--- src/hdl/sgdm_pkg.sv ---
// Shared types, constants and saturation helpers for the SGD momentum update block.
package sgdm_pkg;

  // Field widths and fixed-point format
  localparam int VAL_W  = 32;    // Q16.16 signed values
  localparam int COEF_W = 16;    // Q0.16 unsigned coefficients
  localparam int FRAC_W = 16;
  localparam int IDX_W  = 10;
  localparam int MODE_W = 2;
  localparam int CFG_IDX_W = 2;

  localparam int NUM_PARAMS_DEF = 1024;

  typedef logic signed [VAL_W-1:0] val_t;
  typedef logic [COEF_W-1:0]       coef_t;
  typedef logic [MODE_W-1:0]       mode_t;
  typedef logic [CFG_IDX_W-1:0]    cfg_idx_t;

  // Request modes; the unused code behaves as a read
  localparam mode_t MODE_LOAD   = 2'd0;
  localparam mode_t MODE_UPDATE = 2'd1;
  localparam mode_t MODE_READ   = 2'd2;

  // Configuration register indexes
  localparam cfg_idx_t REG_LEARNING_RATE = 2'd0;
  localparam cfg_idx_t REG_MOMENTUM      = 2'd1;
  localparam cfg_idx_t REG_WEIGHT_DECAY  = 2'd2;

  localparam coef_t LR_RESET  = 16'd655;
  localparam coef_t MOM_RESET = 16'd58982;
  localparam coef_t WD_RESET  = 16'd0;

  localparam val_t VAL_MAX = {1'b0, {(VAL_W-1){1'b1}}};
  localparam val_t VAL_MIN = {1'b1, {(VAL_W-1){1'b0}}};

  // One stored entry
  typedef struct packed {
    logic flag;
    val_t vel;
    val_t par;
  } entry_t;

  // Item handed from the control stage to the datapath
  typedef struct packed {
    mode_t  mode;
    val_t   value;
    logic   regularize;
    entry_t ent;
  } dp_in_t;

  // Saturate a value one bit wider than VAL_W
  function automatic val_t sat_w1(input logic signed [VAL_W:0] x);
    val_t r;
    if (x[VAL_W] == x[VAL_W-1]) begin
      r = x[VAL_W-1:0];
    end else if (x[VAL_W]) begin
      r = VAL_MIN;
    end else begin
      r = VAL_MAX;
    end
    return r;
  endfunction

  // Saturate a value two bits wider than VAL_W
  function automatic val_t sat_w2(input logic signed [VAL_W+1:0] x);
    val_t r;
    if (x[VAL_W+1:VAL_W-1] == 3'b000 || x[VAL_W+1:VAL_W-1] == 3'b111) begin
      r = x[VAL_W-1:0];
    end else if (x[VAL_W+1]) begin
      r = VAL_MIN;
    end else begin
      r = VAL_MAX;
    end
    return r;
  endfunction

endpackage

--- src/hdl/sgdm_dp.sv ---
// Three-stage arithmetic datapath: products, velocity sum, parameter step.
module sgdm_dp import sgdm_pkg::*; (
  input  logic   clk,
  input  logic   en,
  input  dp_in_t d_in,
  input  coef_t  lr,
  input  coef_t  mom,
  input  coef_t  wd,
  output entry_t res
);

  localparam int PROD_W = COEF_W + 1 + VAL_W;

  logic signed [COEF_W:0]   lr_s, mom_s, wd_s;
  logic signed [PROD_W-1:0] prod_g, prod_v, prod_d;
  entry_t                   base1;

  logic   s2_upd_r;
  entry_t s2_base_r;
  val_t   s2_pg_r, s2_pv_r, s2_pd_r;

  logic signed [VAL_W:0] vsum, pdec, ppart;
  val_t                  vnew;

  logic                  s3_upd_r;
  entry_t                s3_base_r;
  val_t                  s3_vnew_r;
  logic signed [VAL_W:0] s3_ppart_r;

  logic signed [VAL_W+1:0] pdiff;
  val_t                    pnew;

  // Stage 1: coefficient products, floor-shifted by the fraction width
  assign lr_s  = $signed({1'b0, lr});
  assign mom_s = $signed({1'b0, mom});
  assign wd_s  = $signed({1'b0, wd});
  assign prod_g = lr_s  * d_in.value;
  assign prod_v = mom_s * d_in.ent.vel;
  assign prod_d = wd_s  * d_in.ent.par;

  // load builds the entry outright; read and update start from the stored one
  always_comb begin
    base1 = d_in.ent;
    if (d_in.mode == MODE_LOAD) begin
      base1.flag = d_in.regularize;
      base1.vel  = '0;
      base1.par  = d_in.value;
    end
  end

  always_ff @(posedge clk) begin
    if (en) begin
      s2_upd_r  <= (d_in.mode == MODE_UPDATE);
      s2_base_r <= base1;
      s2_pg_r   <= prod_g[FRAC_W+VAL_W-1:FRAC_W];
      s2_pv_r   <= prod_v[FRAC_W+VAL_W-1:FRAC_W];
      s2_pd_r   <= prod_d[FRAC_W+VAL_W-1:FRAC_W];
    end
  end

  // Stage 2: new velocity, and parameter less decay term
  assign vsum  = {s2_pg_r[VAL_W-1], s2_pg_r} + {s2_pv_r[VAL_W-1], s2_pv_r};
  assign vnew  = sat_w1(vsum);
  assign pdec  = s2_base_r.flag ? {s2_pd_r[VAL_W-1], s2_pd_r} : '0;
  assign ppart = {s2_base_r.par[VAL_W-1], s2_base_r.par} - pdec;

  always_ff @(posedge clk) begin
    if (en) begin
      s3_upd_r   <= s2_upd_r;
      s3_base_r  <= s2_base_r;
      s3_vnew_r  <= vnew;
      s3_ppart_r <= ppart;
    end
  end

  // Stage 3: subtract velocity and saturate
  assign pdiff = {s3_ppart_r[VAL_W], s3_ppart_r}
               - {{2{s3_vnew_r[VAL_W-1]}}, s3_vnew_r};
  assign pnew  = sat_w2(pdiff);

  always_comb begin
    res = s3_base_r;
    if (s3_upd_r) begin
      res.vel = s3_vnew_r;
      res.par = pnew;
    end
  end

endmodule

--- config.mk ---
export PLATFORM = sky130hd
export DESIGN_NAME = sgdm_dp
export DESIGN_NICKNAME = d
export VERILOG_FILES = /design/src/hdl/sgdm_pkg.sv /design/src/hdl/sgdm_dp.sv
export SDC_FILE = /design/constraint.sdc
export NUM_CORES = 2
export LEC_CHECK = 0
export BUFFER_PORTS_ARGS = -buffer_cell sky130_fd_sc_hd__buf_2
export CORE_AREA = 2 2 337 339
export CTS_CLUSTER_SIZE = 24
export DETAILED_ROUTE_END_ITERATION = 16
export DIE_AREA = 0 0 339 341
export PLACE_DENSITY = 0.77
export SLEW_MARGIN = 5
export SYNTH_ARGS = -nofsm -noshare
export SYNTH_HDL_FRONTEND = slang
export SYNTH_SLANG_ARGS = --single-unit
--- constraint.sdc ---
create_clock -name clk -period 9.8 [get_ports clk]
set_input_delay 1.47 -clock clk [delete_from_list [all_inputs] [get_ports clk]]
set_output_delay 1.47 -clock clk [all_outputs]
set_load 0.01 [all_outputs]
==> results.md <==
Timing:
- On the final layout, the worst clock skew is 0.01834 ns.
- Setup repair after global routing left no endpoint under its margin.
- The clock period could shrink to 8.049 ns.
- The number of hold violations in the final report is 0.
- The final-report max-slew violation count came to 0.
- In this run the tightest slew margin relative to its limit is 13.64%.
- The final number of setup-violating endpoints is 0.
- The final total negative setup slack is 0 ns.
- The maximum frequency from static timing analysis is 124.2 MHz.
- At the pin with the least slew margin, the transition time is 1.288 ns.
- The fraction of the cycle the final worst path needs is 82.13%.

Clock tree:
- The clock tree buffer depth is 3.
- Clock tree synthesis found a total of 293 sinks.
- TritonCTS built the clock tree.
- The post-CTS setup buffer count is 0.
- Buffers inserted to repair hold after CTS numbered 0.
- Gates resized during post-CTS repair numbered 0.
- In this run the number of H-tree levels came out at 1.
- The clock reaches the later pin of the worst-skew pair after 0.59 ns.
- Counting the buffers created by CTS gives 31.
- The tree is rooted in a sky130_fd_sc_hd__clkbuf_16.
- Clock-pin slew was measured on the worst setup and hold paths at 0.06 ns.

Final layout:
- From synthesis to final layout, the design area changed by 4.494%.
- The layout cell share with drive strength beyond 1 is 5.256%.
- The register cell area after layout is 8798 sq um.
- The number of fill cells in the layout is 9374.
- At the end of the flow, the number of nets in the layout was 9029.
- The area occupied by multi-input gates is 50490 sq um.

Synthesis:
- The synthesized netlist devotes 2.486% of its cell area to XOR and XNOR gates.
- Synthesis produced 7015 cells.
- Counting every net in the synthesized netlist gives 9047.
- The simple logic cell fraction of the synthesized area is 14.59%.
- The Yosys step of the flow raised 0 warnings.
- By area the synthesized netlist is led by sky130_fd_sc_hd__fa_1, sky130_fd_sc_hd__edfxtp_1, sky130_fd_sc_hd__inv_1.
- The post-synthesis cell type with the largest combined area is sky130_fd_sc_hd__fa_1.
- The area fraction of the dominant cell type after synthesis is 43.37%.
- In this run the cell area of the synthesized design comes to 66880 sq um.
- Counting flops with a built-in enable in the synthesized netlist gives 293.
- In this run, synthesis produced a sequential element count of 293.
- The main combinational cell family by area after synthesis is adder cells.
- For this run, the leading register cell type out of synthesis is sky130_fd_sc_hd__edfxtp_1.
- Measured against the total synthesized area, the mux share comes to 1.109%.
- Summing the areas of all fa, ha and maj instances in the mapped netlist gives 51.64% of the synthesized area.
- Averaged over all synthesized cells, the footprint is 9.534 sq um.
- The compound-gate portion of the synthesized area is 5.650%.
- Counting distinct cell types in the post-synthesis netlist gives 79.
- For this run, asynchronously set or reset flops after synthesis account for 0%.
- Summing the sequential cell areas from Yosys gives 13.16% of the chip area.

Flow run:
- The reported max-cap violation count is 0.

Drt:
- The wire length per cell is 20.08 um.
- After detailed routing, the total wire length is 171100 um.
- The count of routing violations after the opening detailed-route iteration is 3516.
- The final route contains 47.69k vias.
- In the routed design, unresolved DRC markers number 0.
- The via-per-instance ratio is 5.596.
- The number of iterations in the first detailed-routing pass is 6.
- The residual antenna-violating net count after detailed routing is 0.

GRT:
- The global-route wire length before repair is 277700 um.
- Global routing consumed, over all layers together, 30.76% of the routing resources.
- The number of global-route vias before repair is 51.87k.
- The total overflow left after global routing is 0.
- The initial antenna violation count is 7.
- The maximum number of pins on one net before global-route repair is 170.

Hold path:
- The worst hold path belongs to the class register to register.
- The count of cells along the worst hold path is 0.

Floorplan:
- The floorplan step defined a core boundary enclosing 111900 sq um.
- From left edge to right edge, the die measures 339 um.
- Pin placement for this block handled 215 I/O pins.
- The height of the chip is 341 um.
- The placement row count is 123.
- For this configuration, the core starts out at a cell density of 59.78%.
- The floorplan step defined a die boundary enclosing 115600 sq um.

Setup path:
- The worst setup path is launched from an input pin.
- The critical setup path kind is input pin to register.
- In this run the worst path has a maximum fanout of 32.
- STA classifies the critical path endpoint as a register.
- Data arrives at the worst endpoint at 8.38 ns.
- The worst-case reg-to-reg path depth is 13.
- The required time reported for the critical path endpoint is 10.13 ns.

Placed design:
- At the end of routability-driven placement, the weighted congestion stood at 0.9485.
- The post-detailed-placement half-perimeter wirelength is 132400 um.
- Input and output buffers added on the ports amount to 214.

Outcome:
- The run finished with clean final reports.
[path summary, 6_finish.rpt]
check	start	to	slack, ns
max reg2reg	s2_pg_r[0]$_DFFE_PP_	s3_vnew_r[3]$_DFFE_PP_	4.77
max	lr[3]	s2_pg_r[23]$_DFFE_PP_	1.75
min	s2_base_r[32]$_SDFFCE_PP0P_	s3_base_r[32]$_DFFE_PP_	0.42
min reg2reg	s2_base_r[32]$_SDFFCE_PP0P_	s3_base_r[32]$_DFFE_PP_	0.42
[registers in the layout, indices dropped and copies added, names as in the netlist]
register,count
res,1
s2_base_r,65
s2_pd_r,32
s2_pg_r,32
s2_pv_r,32
s2_upd_r,1
s3_base_r,64
s3_ppart_r,33
s3_upd_r,1
s3_vnew_r,32
[kinds of logic (layout without fill, tap and decap cells)]
| kind of cell | count (synthesis) | after routing |
|---|---|---|
| AOI/OAI and AO/OA | 560 | 560 |
| buffers and inverters | 2016 | 2022 |
| xor gates and xnor gates | 189 | 189 |
| muxes | 66 | 66 |
| adders and majority gates | 1893 | 1893 |
| and+or+nand+nor | 1998 | 1998 |
| other | 0 | 1 |
| DFF | 293 | 293 |
[placed cells by master, fill, tap and decap left out, types with 6 or more instances in the layout]
cell / synthesis / routed
sky130_fd_sc_hd__buf_4: 2 / 9
sky130_fd_sc_hd__a31o_2: 10 / 10
sky130_fd_sc_hd__o21ai_0: 82 / 82
sky130_fd_sc_hd__a21oi_1: 161 / 161
sky130_fd_sc_hd__maj3_1: 11 / 11
sky130_fd_sc_hd__mux2_2: 65 / 65
sky130_fd_sc_hd__edfxtp_1: 293 / 293
sky130_fd_sc_hd__a221o_1: 14 / 14
sky130_fd_sc_hd__a31oi_1: 13 / 13
sky130_fd_sc_hd__o21a_1: 29 / 29
sky130_fd_sc_hd__clkbuf_16: 0 / 31
sky130_fd_sc_hd__inv_1: 1741 / 1741
sky130_fd_sc_hd__and4_1: 8 / 8
sky130_fd_sc_hd__nand2b_1: 18 / 18
sky130_fd_sc_hd__and3_1: 25 / 25
sky130_fd_sc_hd__xor2_1: 62 / 62
sky130_fd_sc_hd__nand4_1: 20 / 20
sky130_fd_sc_hd__a311oi_1: 23 / 23
sky130_fd_sc_hd__or2_2: 11 / 11
sky130_fd_sc_hd__nor4_1: 10 / 10
sky130_fd_sc_hd__nand3_1: 23 / 23
sky130_fd_sc_hd__nand2_1: 962 / 962
sky130_fd_sc_hd__o211ai_1: 11 / 11
sky130_fd_sc_hd__fa_1: 1449 / 1449
sky130_fd_sc_hd__o31ai_1: 10 / 10
sky130_fd_sc_hd__a21o_1: 96 / 96
sky130_fd_sc_hd__a21boi_0: 10 / 10
sky130_fd_sc_hd__ha_1: 433 / 433
sky130_fd_sc_hd__and2_1: 684 / 684
sky130_fd_sc_hd__xnor2_1: 126 / 126
sky130_fd_sc_hd__o22ai_1: 6 / 6
sky130_fd_sc_hd__nor2b_1: 60 / 60
sky130_fd_sc_hd__o21bai_1: 19 / 19
sky130_fd_sc_hd__buf_2: 6 / 213
sky130_fd_sc_hd__or3_1: 8 / 8
sky130_fd_sc_hd__a211oi_1: 18 / 18
sky130_fd_sc_hd__nor3_1: 28 / 28
sky130_fd_sc_hd__clkinv_1: 0 / 8
sky130_fd_sc_hd__nor2_1: 127 / 126
[cells in the mapped netlist, types with 82 or more instances]
| master | n |
|---|---|
| sky130_fd_sc_hd__edfxtp_1 | 293 |
| sky130_fd_sc_hd__nor2_1 | 127 |
| sky130_fd_sc_hd__xnor2_1 | 126 |
| sky130_fd_sc_hd__a21o_1 | 96 |
| sky130_fd_sc_hd__o21ai_0 | 82 |
| sky130_fd_sc_hd__nand2_1 | 962 |
| sky130_fd_sc_hd__and2_1 | 684 |
| sky130_fd_sc_hd__fa_1 | 1449 |
| sky130_fd_sc_hd__ha_1 | 433 |
| sky130_fd_sc_hd__a21oi_1 | 161 |
| sky130_fd_sc_hd__inv_1 | 1741 |
| sky130_fd_sc_hd__clkbuf_1 | 264 |
[metal layers]
layer	global-route usage, %	up-vias	routed length, um
met4	10.80	6	6962
li1	-	20870	-
met2	51.66	1962	83150
met5	0	-	44
met3	6.400	429	15630
met1	39.79	24420	65350
[critical path, cell delays in order]
cell and delay (ns):
sky130_fd_sc_hd__buf_2 0.58, sky130_fd_sc_hd__nand2_1 0.17, sky130_fd_sc_hd__fa_1 0.54, sky130_fd_sc_hd__inv_1 0.05
sky130_fd_sc_hd__fa_1 0.47, sky130_fd_sc_hd__ha_1 0.20, sky130_fd_sc_hd__fa_1 0.48, sky130_fd_sc_hd__inv_1 0.06
sky130_fd_sc_hd__fa_1 0.54, sky130_fd_sc_hd__inv_1 0.05, sky130_fd_sc_hd__fa_1 0.37, sky130_fd_sc_hd__ha_1 0.32
sky130_fd_sc_hd__a21o_1 0.18, sky130_fd_sc_hd__a21oi_1 0.31, sky130_fd_sc_hd__or3b_1 0.38, sky130_fd_sc_hd__a21oi_1 0.36
sky130_fd_sc_hd__a311oi_1 0.34, sky130_fd_sc_hd__nor4_1 0.61, sky130_fd_sc_hd__o31ai_1 0.15, sky130_fd_sc_hd__a221oi_1 0.41
sky130_fd_sc_hd__o21ai_0 0.17, sky130_fd_sc_hd__xor2_1 0.17
[layout make-up]
cell class | instances | share of cell area [%]
clock buffer | 35 | 1.131
antenna | 1 | 0.003581
sequential | 293 | 12.59
timing repair buffer | 224 | 1.672
clock inverter | 22 | 0.3276
multi-input combinational | 4706 | 72.24
inverter | 1741 | 9.351
tap | 1500 | 2.685
[stage by stage]
stage,std cells,cell area [sq um],utilization [%],setup WS [ns],hold slack [ns]
3_3_place_gp,8464,68860,61.55,1.240,0.4012
4_1_cts,8521,69880,62.46,1.834,0.4153
3_5_place_dp,8464,68860,61.55,1.206,0.4045
2_1_floorplan,7015,66880,-,2.330,0.4003
6_report,8522,69890,62.46,1.751,0.4171
5_1_grt,8521,69880,62.46,1.380,0.4189
Power is not shown: default switching activity piles up to over one toggle a cycle in this logic, so the estimate is an artifact.
